$ cat src/csvtr_pkg.sv
// types, constants and helpers shared by the trade record line parser
`timescale 1ns / 1ps

package csvtr_pkg;

  // input item: one byte of the line and its end marker
  typedef struct packed {
    logic [7:0] line_byte;
    logic       end_of_line;
  } in_item_t;

  // result status codes, lowest applicable code wins
  typedef enum logic [2:0] {
    STAT_OK         = 3'd0,
    STAT_FIELDS     = 3'd1,
    STAT_BAD_PRICE  = 3'd2,
    STAT_BAD_QTY    = 3'd3,
    STAT_BAD_SIDE   = 3'd4,
    STAT_SYMBOL_LONG = 3'd5
  } status_t;

  // result item for one line
  typedef struct packed {
    status_t            status;
    logic [63:0]        symbol_text;
    logic [3:0]         symbol_length;
    logic signed [63:0] price_ticks;
    logic [31:0]        quantity;
    logic [7:0]         side_code;
  } out_item_t;

  // configuration register map
  localparam logic [2:0] ADDR_FIELD_SEP = 3'd0;
  localparam logic [7:0] FIELD_SEP_RESET = 8'd44;

  // character codes
  localparam logic [7:0] CHAR_MINUS = 8'h2d;
  localparam logic [7:0] CHAR_ZERO  = 8'h30;
  localparam logic [7:0] CHAR_NINE  = 8'h39;

  // field numbering, counts separators and saturates at four
  localparam logic [2:0] FIELD_SYMBOL = 3'd0;
  localparam logic [2:0] FIELD_PRICE  = 3'd1;
  localparam logic [2:0] FIELD_QTY    = 3'd2;
  localparam logic [2:0] FIELD_SIDE   = 3'd3;
  localparam logic [2:0] FIELD_MAX    = 3'd4;

  // magnitude of the most negative int64
  localparam logic [63:0] MAG_LIMIT = 64'h8000_0000_0000_0000;

  // largest accumulator that still takes digit d: (MAG_LIMIT - d) / 10
  function automatic logic [63:0] digit_limit(input logic [3:0] d);
    logic [63:0] lim;
    if (d == 4'd9) begin
      lim = 64'd922337203685477579;
    end else begin
      lim = 64'd922337203685477580;
    end
    return lim;
  endfunction

endpackage

$ cat src/csv_trade_record_parser.sv
// Trade record line parser: takes one byte item per clock while in_stall
// is low and splits each line on the separator byte into symbol, price,
// quantity and side, giving one result item when the byte marked end of
// line has been taken. Bytes are accepted at one per cycle back to back
// while in_stall is low; out_valid rises once the end-of-line byte has
// passed the input register and the line state update has loaded the
// result register from it. The per-byte loop closes in the line state
// update, whose longest path is the decimal multiply-by-ten add and the
// int64 overflow compare. Only an end-of-line byte waits on a stalled
// result register; other bytes keep flowing. Symbols keep their first
// SYMBOL_BYTES bytes (1 to 8). The separator register sits at byte
// address 0 of the APB-style port (also decoded at 1 to 3) and resets to
// a comma.
`timescale 1ns / 1ps

module csv_trade_record_parser
  import csvtr_pkg::*;
#(
  parameter int SYMBOL_BYTES = 8
) (
  input  logic        clk,
  input  logic        rst_n,
  // input items
  input  logic        in_valid,
  output logic        in_stall,
  input  in_item_t    in_data,
  // result items
  output logic        out_valid,
  input  logic        out_stall,
  output out_item_t   out_data,
  // configuration port
  input  logic        cfg_psel,
  input  logic        cfg_penable,
  input  logic        cfg_pwrite,
  input  logic [2:0]  cfg_paddr,
  input  logic [31:0] cfg_pwdata,
  output logic [31:0] cfg_prdata,
  output logic        cfg_pready
);

  logic [7:0] field_sep_r;
  logic       stg_valid;
  in_item_t   stg_item;
  logic       take;
  logic       res_fire;
  out_item_t  res_item;
  logic       out_busy;
  logic       sel_sep;

  // register decode
  assign cfg_pready = 1'b1;
  assign sel_sep    = ({cfg_paddr[2], 2'b00} == ADDR_FIELD_SEP) && (cfg_paddr[1:0] == 2'b00
                      || cfg_paddr[1:0] != 2'b00);
  assign cfg_prdata = sel_sep ? {24'd0, field_sep_r} : 32'd0;

  // separator register
  always_ff @(posedge clk) begin
    if (!rst_n) begin
      field_sep_r <= FIELD_SEP_RESET;
    end else if (cfg_psel && cfg_penable && cfg_pwrite && cfg_pready && sel_sep) begin
      field_sep_r <= cfg_pwdata[7:0];
    end
  end

  csvtr_in_stage u_in_stage (
    .clk      (clk),
    .rst_n    (rst_n),
    .in_valid (in_valid),
    .in_stall (in_stall),
    .in_data  (in_data),
    .take     (take),
    .stg_valid(stg_valid),
    .stg_item (stg_item)
  );

  csvtr_line_core #(
    .SYMBOL_BYTES(SYMBOL_BYTES)
  ) u_line_core (
    .clk      (clk),
    .rst_n    (rst_n),
    .field_sep(field_sep_r),
    .stg_valid(stg_valid),
    .stg_item (stg_item),
    .out_busy (out_busy),
    .take     (take),
    .res_fire (res_fire),
    .res_item (res_item)
  );

  csvtr_out_reg u_out_reg (
    .clk      (clk),
    .rst_n    (rst_n),
    .res_fire (res_fire),
    .res_item (res_item),
    .out_busy (out_busy),
    .out_valid(out_valid),
    .out_stall(out_stall),
    .out_data (out_data)
  );

endmodule

$ cat src/csvtr_in_stage.sv
// input register stage that holds one byte item until the line core takes it
`timescale 1ns / 1ps

module csvtr_in_stage
  import csvtr_pkg::*;
(
  input  logic     clk,
  input  logic     rst_n,
  input  logic     in_valid,
  output logic     in_stall,
  input  in_item_t in_data,
  input  logic     take,
  output logic     stg_valid,
  output in_item_t stg_item
);

  logic     valid_r;
  in_item_t item_r;

  // hold back the source only while a held item is not taken
  assign in_stall  = valid_r && !take;
  assign stg_valid = valid_r;
  assign stg_item  = item_r;

  // control register
  always_ff @(posedge clk) begin
    if (!rst_n) begin
      valid_r <= 1'b0;
    end else if (!in_stall) begin
      valid_r <= in_valid;
    end
  end

  // payload register
  always_ff @(posedge clk) begin
    if (!in_stall) begin
      item_r <= in_data;
    end
  end

endmodule

$ cat src/csvtr_line_core.sv
// line state: field splitting, symbol packing, decimal conversion and status
`timescale 1ns / 1ps

module csvtr_line_core
  import csvtr_pkg::*;
#(
  parameter int SYMBOL_BYTES = 8
) (
  input  logic      clk,
  input  logic      rst_n,
  input  logic [7:0] field_sep,
  input  logic      stg_valid,
  input  in_item_t  stg_item,
  input  logic      out_busy,
  output logic      take,
  output logic      res_fire,
  output out_item_t res_item
);

  localparam logic [3:0] SymMax = 4'(SYMBOL_BYTES);

  logic [2:0]  field_r,     field_nxt;
  logic [63:0] sym_buf_r,   sym_buf_nxt;
  logic [3:0]  sym_cnt_r,   sym_cnt_nxt;
  logic        sym_ovf_r,   sym_ovf_nxt;
  logic [63:0] mag_r,       mag_nxt;
  logic        minus_r,     minus_nxt;
  logic [1:0]  chars_r,     chars_nxt;
  logic        num_err_r,   num_err_nxt;
  logic [63:0] price_r,     price_nxt;
  logic        price_err_r, price_err_nxt;
  logic        qty_err_r,   qty_err_nxt;
  logic [31:0] qty_r,       qty_nxt;
  logic [7:0]  side_r,      side_nxt;
  logic [1:0]  side_cnt_r,  side_cnt_nxt;

  logic [7:0]  b;
  logic        is_sep;
  logic        is_digit;
  logic [3:0]  digit;
  logic [63:0] mag_step;
  logic        num_ok;
  status_t     stat;

  // the end-of-line byte waits while the result register is full and stalled
  assign take     = stg_valid && !(stg_item.end_of_line && out_busy);
  assign res_fire = take && stg_item.end_of_line;

  assign b        = stg_item.line_byte;
  assign is_sep   = (b == field_sep);
  assign is_digit = (b >= CHAR_ZERO) && (b <= CHAR_NINE);
  assign digit    = 4'(b - CHAR_ZERO);
  assign mag_step = {mag_r[60:0], 3'b000} + {mag_r[62:0], 1'b0} + 64'(digit);

  // well formed number within int64, on the field being closed
  always_comb begin
    num_ok = !num_err_r && (chars_r >= (minus_r ? 2'd2 : 2'd1));
    if (!minus_r && (mag_r == MAG_LIMIT)) begin
      num_ok = 1'b0;
    end
  end

  // next line state for one byte
  always_comb begin
    field_nxt     = field_r;
    sym_buf_nxt   = sym_buf_r;
    sym_cnt_nxt   = sym_cnt_r;
    sym_ovf_nxt   = sym_ovf_r;
    mag_nxt       = mag_r;
    minus_nxt     = minus_r;
    chars_nxt     = chars_r;
    num_err_nxt   = num_err_r;
    price_nxt     = price_r;
    price_err_nxt = price_err_r;
    qty_err_nxt   = qty_err_r;
    qty_nxt       = qty_r;
    side_nxt      = side_r;
    side_cnt_nxt  = side_cnt_r;

    if (is_sep) begin
      // separator closes the current field
      if (field_r < FIELD_MAX) begin
        if (field_r == FIELD_PRICE) begin
          price_err_nxt = !num_ok;
          price_nxt     = minus_r ? (64'd0 - mag_r) : mag_r;
        end else if (field_r == FIELD_QTY) begin
          qty_err_nxt = !num_ok || (minus_r && (mag_r != 64'd0));
          qty_nxt     = mag_r[31:0];
        end
        mag_nxt     = '0;
        minus_nxt   = 1'b0;
        chars_nxt   = '0;
        num_err_nxt = 1'b0;
        field_nxt   = field_r + 3'd1;
      end
    end else if (field_r == FIELD_SYMBOL) begin
      // pack symbol bytes, first byte lowest
      if (sym_cnt_r < SymMax) begin
        for (int i = 0; i < 8; i++) begin
          if (sym_cnt_r[2:0] == 3'(i)) begin
            sym_buf_nxt[8*i +: 8] = b;
          end
        end
        sym_cnt_nxt = sym_cnt_r + 4'd1;
      end else begin
        sym_ovf_nxt = 1'b1;
      end
    end else if ((field_r == FIELD_PRICE) || (field_r == FIELD_QTY)) begin
      // decimal digit accumulation with int64 overflow check
      if ((b == CHAR_MINUS) && (chars_r == 2'd0)) begin
        minus_nxt = 1'b1;
      end else if (is_digit) begin
        if (mag_r > digit_limit(digit)) begin
          num_err_nxt = 1'b1;
        end else begin
          mag_nxt = mag_step;
        end
      end else begin
        num_err_nxt = 1'b1;
      end
      if (chars_r < 2'd2) begin
        chars_nxt = chars_r + 2'd1;
      end
    end else if (field_r == FIELD_SIDE) begin
      // side keeps its first byte and counts up to two
      if (side_cnt_r == 2'd0) begin
        side_nxt = b;
      end
      if (side_cnt_r < 2'd2) begin
        side_cnt_nxt = side_cnt_r + 2'd1;
      end
    end
  end

  // status and result from the updated line state
  always_comb begin
    if (field_nxt != FIELD_SIDE) begin
      stat = STAT_FIELDS;
    end else if (price_err_nxt) begin
      stat = STAT_BAD_PRICE;
    end else if (qty_err_nxt) begin
      stat = STAT_BAD_QTY;
    end else if (side_cnt_nxt != 2'd1) begin
      stat = STAT_BAD_SIDE;
    end else if (sym_ovf_nxt) begin
      stat = STAT_SYMBOL_LONG;
    end else begin
      stat = STAT_OK;
    end

    res_item.status        = stat;
    res_item.symbol_text   = sym_buf_nxt;
    res_item.symbol_length = sym_cnt_nxt;
    if ((stat == STAT_OK) || (stat == STAT_SYMBOL_LONG)) begin
      res_item.price_ticks = price_nxt;
      res_item.quantity    = qty_nxt;
      res_item.side_code   = side_nxt;
    end else begin
      res_item.price_ticks = '0;
      res_item.quantity    = '0;
      res_item.side_code   = '0;
    end
  end

  // line state registers, cleared after each line
  always_ff @(posedge clk) begin
    if (!rst_n || res_fire) begin
      field_r     <= '0;
      sym_buf_r   <= '0;
      sym_cnt_r   <= '0;
      sym_ovf_r   <= 1'b0;
      mag_r       <= '0;
      minus_r     <= 1'b0;
      chars_r     <= '0;
      num_err_r   <= 1'b0;
      price_r     <= '0;
      price_err_r <= 1'b0;
      qty_err_r   <= 1'b0;
      qty_r       <= '0;
      side_r      <= '0;
      side_cnt_r  <= '0;
    end else if (take) begin
      field_r     <= field_nxt;
      sym_buf_r   <= sym_buf_nxt;
      sym_cnt_r   <= sym_cnt_nxt;
      sym_ovf_r   <= sym_ovf_nxt;
      mag_r       <= mag_nxt;
      minus_r     <= minus_nxt;
      chars_r     <= chars_nxt;
      num_err_r   <= num_err_nxt;
      price_r     <= price_nxt;
      price_err_r <= price_err_nxt;
      qty_err_r   <= qty_err_nxt;
      qty_r       <= qty_nxt;
      side_r      <= side_nxt;
      side_cnt_r  <= side_cnt_nxt;
    end
  end

endmodule

$ cat src/csvtr_out_reg.sv
// result register that holds one line result until the sink takes it
`timescale 1ns / 1ps

module csvtr_out_reg
  import csvtr_pkg::*;
(
  input  logic      clk,
  input  logic      rst_n,
  input  logic      res_fire,
  input  out_item_t res_item,
  output logic      out_busy,
  output logic      out_valid,
  input  logic      out_stall,
  output out_item_t out_data
);

  logic      valid_r;
  out_item_t data_r;

  // full and not taken this cycle
  assign out_busy  = valid_r && out_stall;
  assign out_valid = valid_r;
  assign out_data  = data_r;

  // valid flag
  always_ff @(posedge clk) begin
    if (!rst_n) begin
      valid_r <= 1'b0;
    end else if (res_fire) begin
      valid_r <= 1'b1;
    end else if (!out_stall) begin
      valid_r <= 1'b0;
    end
  end

  // result payload
  always_ff @(posedge clk) begin
    if (res_fire) begin
      data_r <= res_item;
    end
  end

endmodule

$ cat config.mk
export PLATFORM = sky130hd
export DESIGN_NAME = csv_trade_record_parser
export DESIGN_NICKNAME = d
export VERILOG_FILES = /design/src/csvtr_pkg.sv /design/src/csv_trade_record_parser.sv /design/src/csvtr_in_stage.sv /design/src/csvtr_line_core.sv /design/src/csvtr_out_reg.sv
export SDC_FILE = /design/constraint.sdc
export NUM_CORES = 1
export LEC_CHECK = 0
export BUFFER_PORTS_ARGS = -buffer_cell sky130_fd_sc_hd__buf_4
export CAP_MARGIN = 20
export CELL_PAD_IN_SITES_DETAIL_PLACEMENT = 0
export CELL_PAD_IN_SITES_GLOBAL_PLACEMENT = 2
export CORE_MARGIN = 1.5
export CORE_UTILIZATION = 40
export DETAILED_ROUTE_END_ITERATION = 7
export PLACE_DENSITY = 0.85
export RECOVER_POWER = 50
export SLEW_MARGIN = 20
export SYNTH_ARGS = -nofsm -noshare
export SYNTH_HDL_FRONTEND = slang
export SYNTH_SLANG_ARGS = --single-unit
$ cat constraint.sdc
create_clock -name clk -period 9.75 [get_ports clk]
set_input_delay 1.95 -clock clk [delete_from_list [all_inputs] [get_ports clk]]
set_output_delay 1.95 -clock clk [all_outputs]
set_load 0.1 [all_outputs]
# Word-level counts from Yosys, hierarchy flattened

Index checks and enable logic that the tools add are counted.

Logic and storage cells: 189
Register bits after elaboration: 442
Output and inout port bits: 210

Equality and inequality tests: 23
Mux-type cells: 83
Bitwise operators: 1
Reduce and logical (&&, ||, !) cells: 41
Add/subtract/negate cells: 8
Order comparisons: 8

Operator list:

| cell                    | number |
|---|---|
| $mux W64                | 19 |
| $mux W32                | 4 |
| $mux W8                 | 14 |
| $add A64 B4 Y64         | 1 |
| $add A64 B64 Y64        | 1 |
| $eq A64 B64 Y1 const B  | 1 |
| $gt A64 B64 Y1          | 1 |
| $reduce_bool A64 Y1     | 1 |
| $sub A1 B64 Y64 const A | 1 |
| $mux W1                 | 24 |
| $mux W3                 | 8 |
| $mux W2                 | 11 |
| $eq A3 B3 Y1 const B    | 5 |
| $logic_and A1 B1 Y1     | 14 |
| $eq A3 B2 Y1 const B    | 4 |
| $mux W4                 | 3 |
| $ne A2 B1 Y1 const B    | 5 |
| $reduce_and A5 Y1       | 2 |
| $reduce_bool A2 Y1      | 5 |
| $logic_not A3 Y1        | 3 |
| $eq A8 B6 Y1 const B    | 1 |
| $eq A8 B8 Y1            | 1 |
| $ge A8 B6 Y1 const B    | 1 |
| $le A8 B6 Y1 const B    | 1 |
| 18 further kinds        | 33 |

# Longest topological paths before layout

Depth in word-level cells: 15
Mapped depth: 13

# Modules after synthesis

A second synthesis with hierarchy kept.

Cells, all modules: 2,649
Area total of the unflattened synthesis: 24,075.6 um2

Modules (own cells, without submodules):

| module                  | instances | area each (um2) | cells each |
|---|---|---|---|
| csvtr_line_core         | 1         | 17,863.4        | 2,388 |
| csvtr_out_reg           | 1         | 5,291.3         | 178 |
| csv_trade_record_parser | 1         | 605.6           | 70 |
| csvtr_in_stage          | 1         | 315.3           | 13 |

# Worst setup path after synthesis

Ideal clock, no wire load.

Path kind: input to register
From: input out_stall
To: register u_out_reg.data_r, in the netlist u_out_reg.out_data[0] (enable)
Data required time: 9.223 ns
Data arrival time: 5.883 ns
Slack: 3.340 ns
Cell stages on the path: 5
Path through: nand3_1 > and2_1 > clkbuf_1 > nand2_1 > inv_1

Longest elaborated chain between the ends: 5

Ends and longest elaborated chain:

| item                 | line                          | RTL |
|---|---|---|
| from (decl)          | csv_trade_record_parser.sv:29 | `input logic out_stall,` |
| $logic_and A1 B1 Y1  | csvtr_out_reg.sv:21           | `assign out_busy = valid_r && out_stall;` |
| $logic_and A1 B1 Y1  | csvtr_line_core.sv:46         | `assign take = stg_valid && !(stg_item.end_of_line && out_busy);` |
| $logic_not A1 Y1     | csvtr_line_core.sv:46         |  |
| $logic_and A1 B1 Y1  | csvtr_line_core.sv:46         |  |
| $logic_and A1 B1 Y1  | csvtr_line_core.sv:47         | `assign res_fire = take && stg_item.end_of_line;` |
| net res_fire         | csv_trade_record_parser.sv:45 | `logic res_fire;` |
| to (signal assigned) | csvtr_out_reg.sv:39           | `data_r <= res_item;` |
| to (decl)            | csvtr_out_reg.sv:18           | `out_item_t data_r;` |

The timed path passes the listed nets, and every way through them passes these cells.
A chain may end at the register's enable or synchronous reset.

# Worst setup path after layout

From: input out_stall
To: register u_line_core.price_r[52]

Longest elaborated chain between the ends: 6

Ends and longest elaborated chain:

| item                  | line                   | RTL |
|---|---|---|
| $logic_and A1 B1 Y1 * | csvtr_out_reg.sv:21    |  |
| $logic_and A1 B1 Y1 * | csvtr_line_core.sv:46  |  |
| $logic_not A1 Y1 *    | csvtr_line_core.sv:46  |  |
| $logic_and A1 B1 Y1 * | csvtr_line_core.sv:46  |  |
| $logic_and A1 B1 Y1   | csvtr_line_core.sv:47  |  |
| $logic_or A1 B1 Y1    | csvtr_line_core.sv:167 | `if (!rst_n \|\| res_fire) begin` |
| to (signal assigned)  | csvtr_line_core.sv:191 | `price_r <= price_nxt;` |
| to (decl)             | csvtr_line_core.sv:30  | `logic [63:0] price_r, price_nxt;` |

Mark *: on every way between the ends. The rest lies on a longest branch, timed or not.

==> metrics.md <==
| Metric | Value |
|---|---|
| Final Max Slew Viols | `233` |
| Filler cell count | `5799` |
| TritonCTS Buffers | `46` |
| Number of nets in the finished design | `2922` |
| Unrepaired setup endpoints after global routing | `no` |
| Count of distinct cell types in the synthesized netlist | `81` |
| Final critical delay including setup and external delays | `6.57 ns` |
| Post-cts resize count | `0` |
| Type of the most critical hold path | `flip-flop to flip-flop` |
| Number of clock sinks seen by CTS | `442` |
| Outcome | `finished, violations left` |
| Core Footprint | `58900 µm²` |
| Post-detailed-route via-to-cell ratio | `5.48` |
| # Max-Cap Violations | `4` |
| Total congestion overflow after global routing | `0` |
| Largest voltage drop on the vdd net | `0.000126 V` |
| Clk_skew | `0.0159 ns` |
| Syn avg cell area | `9.04 µm²` |
| First-pass GRT wire length | `106000 µm` |
| Total I/O pin count | `261` |
| Fmax | `0.152 GHz` |
| Critical path arrival | `7.03 ns` |
| Number of enable flip-flop cells after synthesis | `184` |
| Register clock-pin slew on the reported worst setup and hold paths | `0.06 ns` |
| Die width | `247 µm` |
| Startpoint type of the worst setup path | `primary input` |
| Number of endpoints failing setup at the final stage | `0` |
| Setup Total Neg Slack | `0 ns` |
| Leakage dissipation | `10.1 nW` |
| Number of vias after detailed routing | `19.4k` |
| Area delta synth->final | `11.3%` |
| Placer's final routability congestion estimate | `0.847` |
| Main flop type after synthesis | `sky130_fd_sc_hd__dfxtp_1` |
| Proportion of synthesized chip area in sequential cells | `44.9%` |
| Drt drc | `0` |
| Post-CTS setup-driven buffer insertion count | `0` |
| Share of layout cells above drive strength 1 | `7.95%` |
| Via count of the first global-routing pass | `18.3k` |
| Global-route usage over all layers | `22.2%` |
| Worst EP required | `10.21 ns` |
| Iteration count of the initial detailed-routing pass | `5` |
| Clock tree from TritonCTS | `built` |
| Later-pin clock latency in the skew report | `0.58 ns` |
| Root buffer cell | `sky130_fd_sc_hd__clkbuf_16` |
| Share of the cycle needed by the critical path after routing | `67.4%` |
| Area of the mapped netlist | `23800 µm²` |
| Maximum number of pins on one net before global-route repair | `112` |
| Total die area | `61000 µm²` |
| Crit Path Max Fanout | `67` |
| CTS Hold Buffers Added | `0` |
| Number of cells produced by synthesis | `2634` |
| Average wire per cell in the routed design | `19.4 µm` |
| Count of warnings emitted by yosys | `0` |
| Hold slack | `0.450 ns` |
| Final-report hold violation count | `0` |
| Failing checks | `capacitance limit, slew limit` |
| Post-DP HPWL | `47200 µm` |
| Num rows | `89` |
| Async set-reset flop share out of synthesis | `0%` |
| Antenna Cells | `0` |
| Vertical extent of the die | `247 µm` |
| Antenna violations before repair | `0` |
| Power per unit of standard cell area | `149 nW/µm²` |
| Headroom to the max-slew limit | `-164%` |
| Starting Density | `40.4%` |
| Number of H-tree levels | `2` |
| Maximum root-to-sink buffer count | `3` |
| Routed wire length | `68700 µm` |
| Classification of the worst setup path | `primary input to flip-flop` |
| Synthesis-stage register bit count | `442` |
| First-iteration detailed-routing DRC count | `1310` |
| Number of antenna-violating nets in the routed design | `0` |
| Slew at the pin closest to its max-slew limit | `3.96 ns` |
| Crit. End Element | `flip-flop` |
| I/O Buffers | `209` |
[per-stage QoR]
stage	cells	setup WS (ns)	power [mW]	area, µm²	utilization, %
2_1_floorplan	2657	3.34	2.22	23900	-
3_3_place_gp	3455	4.51	2.28	25700	43.7
3_5_place_dp	3455	4.50	2.28	25700	43.7
4_1_cts	3539	4.47	3.99	27200	46.1
5_1_grt	3539	2.64	4.07	26500	45.0
6_report	3539	3.18	3.94	26500	45.0
[cell families (layout without fill, tap and decap cells)]
family | Yosys count | count (layout) | share of synthesized area, %
fa+ha+maj | 141 | 141 | 7.47
flops | 442 | 442 | 44.9
compound gates | 607 | 607 | 16.5
other cells | 2 | 25 | 0.0315
simple gates | 997 | 997 | 18.5
mux | 68 | 68 | 3.20
buf+inv | 245 | 354 | 4.56
xor+xnor | 132 | 132 | 4.86
[report_power, final]
group / internal (mW) / switching, mW
clock: 0.977 / 0.736
combinational: 0.0457 / 0.218
sequential: 1.95 / 0.0172
[placed cells by master, fill, tap and decap left out, types with 14 or more instances in the layout]
master                      netlist  layout
sky130_fd_sc_hd__a211oi_1        82      82
sky130_fd_sc_hd__a21o_1          37      37
sky130_fd_sc_hd__a21oi_1        228     227
sky130_fd_sc_hd__a21oi_2         37      38
sky130_fd_sc_hd__a22o_1          16      16
sky130_fd_sc_hd__buf_4           25      44
sky130_fd_sc_hd__clkbuf_1       153     191
sky130_fd_sc_hd__clkbuf_16        0      47
sky130_fd_sc_hd__conb_1           2      25
sky130_fd_sc_hd__dfxtp_1        258     257
sky130_fd_sc_hd__edfxtp_1       184     184
sky130_fd_sc_hd__ha_1           139     139
sky130_fd_sc_hd__inv_1           35      34
sky130_fd_sc_hd__mux2_1           0      34
sky130_fd_sc_hd__mux2_2          65      31
sky130_fd_sc_hd__nand2_1        397     396
sky130_fd_sc_hd__nand3_1         79      78
sky130_fd_sc_hd__nand4_1         23      23
sky130_fd_sc_hd__nor2_1         308     307
sky130_fd_sc_hd__nor3_1          60      59
sky130_fd_sc_hd__nor4_1          16      16
sky130_fd_sc_hd__o211ai_1        14      14
sky130_fd_sc_hd__o21ai_0         78      78
sky130_fd_sc_hd__o31ai_1         21      21
sky130_fd_sc_hd__xnor2_1         58      58
sky130_fd_sc_hd__xor2_1          74      74
[final cells by class]
| cell class | instances | area (µm²) | area share [%] |
|---|---|---|---|
| inverters | 37 | 144 | 0.543 |
| clock buffers | 63 | 1290 | 4.86 |
| well taps | 773 | 967 | 3.65 |
| multi-input cells | 1970 | 12200 | 45.9 |
| repair buffers | 233 | 1070 | 4.05 |
| flip-flops and latches | 442 | 10700 | 40.4 |
| clock inverters | 21 | 165 | 0.624 |
[final timing paths]
check | slack, ns | start | end | depth (start not counted)
worst max-delay path | 3.18 | out_stall | u_line_core.price_r[52]$_SDFFE_PP0P_ | 7
worst min register to register | 0.45 | u_line_core.sym_buf_r[48]$_SDFFE_PP0P_ | u_line_core.sym_buf_r[48]$_SDFFE_PP0P_ | 2
worst max register to register | 4.24 | u_in_stage.stg_item[0]$_DFFE_PN_ | u_line_core.price_r[52]$_SDFFE_PP0P_ | 6
worst min-delay path | 0.45 | u_line_core.sym_buf_r[48]$_SDFFE_PP0P_ | u_line_core.sym_buf_r[48]$_SDFFE_PP0P_ | 2
[registers in the layout (all words and copies together), names as in the netlist, 2 cells and up]
| register | count |
|---|---|
| field_sep_r | 8 |
| u_in_stage.stg_item | 9 |
| u_line_core.chars_r | 2 |
| u_line_core.field_r | 3 |
| u_line_core.mag_r | 64 |
| u_line_core.price_r | 64 |
| u_line_core.qty_r | 32 |
| u_line_core.side_cnt_r | 2 |
| u_line_core.side_r | 8 |
| u_line_core.sym_buf_r | 64 |
| u_line_core.sym_cnt_r | 4 |
| u_out_reg.out_data | 175 |
[worst max-delay path, stage by stage]
cell	delay [ns]
sky130_fd_sc_hd__clkbuf_1	0.09
sky130_fd_sc_hd__nand3_1	0.10
sky130_fd_sc_hd__nand2_1	1.35
sky130_fd_sc_hd__nor2_1	2.53
sky130_fd_sc_hd__buf_4	0.65
sky130_fd_sc_hd__nor2_1	0.07
sky130_fd_sc_hd__a211oi_1	0.23
[cells in the mapped netlist, types with 8 or more instances]
master                     instances  area (µm²)
sky130_fd_sc_hd__nand3_1          79         395
sky130_fd_sc_hd__clkbuf_1        153         574
sky130_fd_sc_hd__xor2_1           74         648
sky130_fd_sc_hd__nor2_1          308        1160
sky130_fd_sc_hd__o21bai_1          9        67.6
sky130_fd_sc_hd__a21boi_0          9        67.6
sky130_fd_sc_hd__o21ai_0          78         390
sky130_fd_sc_hd__buf_1            12        45.0
sky130_fd_sc_hd__nand2_1         397        1490
sky130_fd_sc_hd__a21oi_1         228        1140
sky130_fd_sc_hd__and2_1           12        75.1
sky130_fd_sc_hd__a21o_1           37         278
sky130_fd_sc_hd__dfxtp_1         258        5160
sky130_fd_sc_hd__o31ai_1          21         158
sky130_fd_sc_hd__or4_1             9        67.6
sky130_fd_sc_hd__buf_6             8        90.1
sky130_fd_sc_hd__a22o_1           16         140
sky130_fd_sc_hd__a211oi_1         82         616
sky130_fd_sc_hd__nor4_1           16         100
sky130_fd_sc_hd__mux2_2           65         732
sky130_fd_sc_hd__and3_1           13        81.3
sky130_fd_sc_hd__inv_1            35         131
sky130_fd_sc_hd__ha_1            139        1740
sky130_fd_sc_hd__nand4_1          23         144
sky130_fd_sc_hd__edfxtp_1        184        5530
sky130_fd_sc_hd__nor2b_1          13        81.3
sky130_fd_sc_hd__buf_4            25         188
sky130_fd_sc_hd__nand2b_1         11        68.8
sky130_fd_sc_hd__o211ai_1         14         105
sky130_fd_sc_hd__buf_2             9        45.0
sky130_fd_sc_hd__or3_1            13        81.3
sky130_fd_sc_hd__o21a_1           12        90.1
sky130_fd_sc_hd__or2_2            11        68.8
sky130_fd_sc_hd__xnor2_1          58         508
sky130_fd_sc_hd__o41ai_1           9        78.8
sky130_fd_sc_hd__a21oi_2          37         324
sky130_fd_sc_hd__nor3_1           60         300
sky130_fd_sc_hd__a31oi_1          11        68.8
[metal layers]
| layer | track usage [%] | share of wire (%) |
|---|---|---|
| met4 | 6.01 | 2.1 |
| met5 | 0 | 0 |
| met3 | 2.58 | 4.5 |
| met2 | 36.4 | 47 |
| met1 | 30.7 | 46 |
No activity file was read; power rests on OpenSTA's default activity.
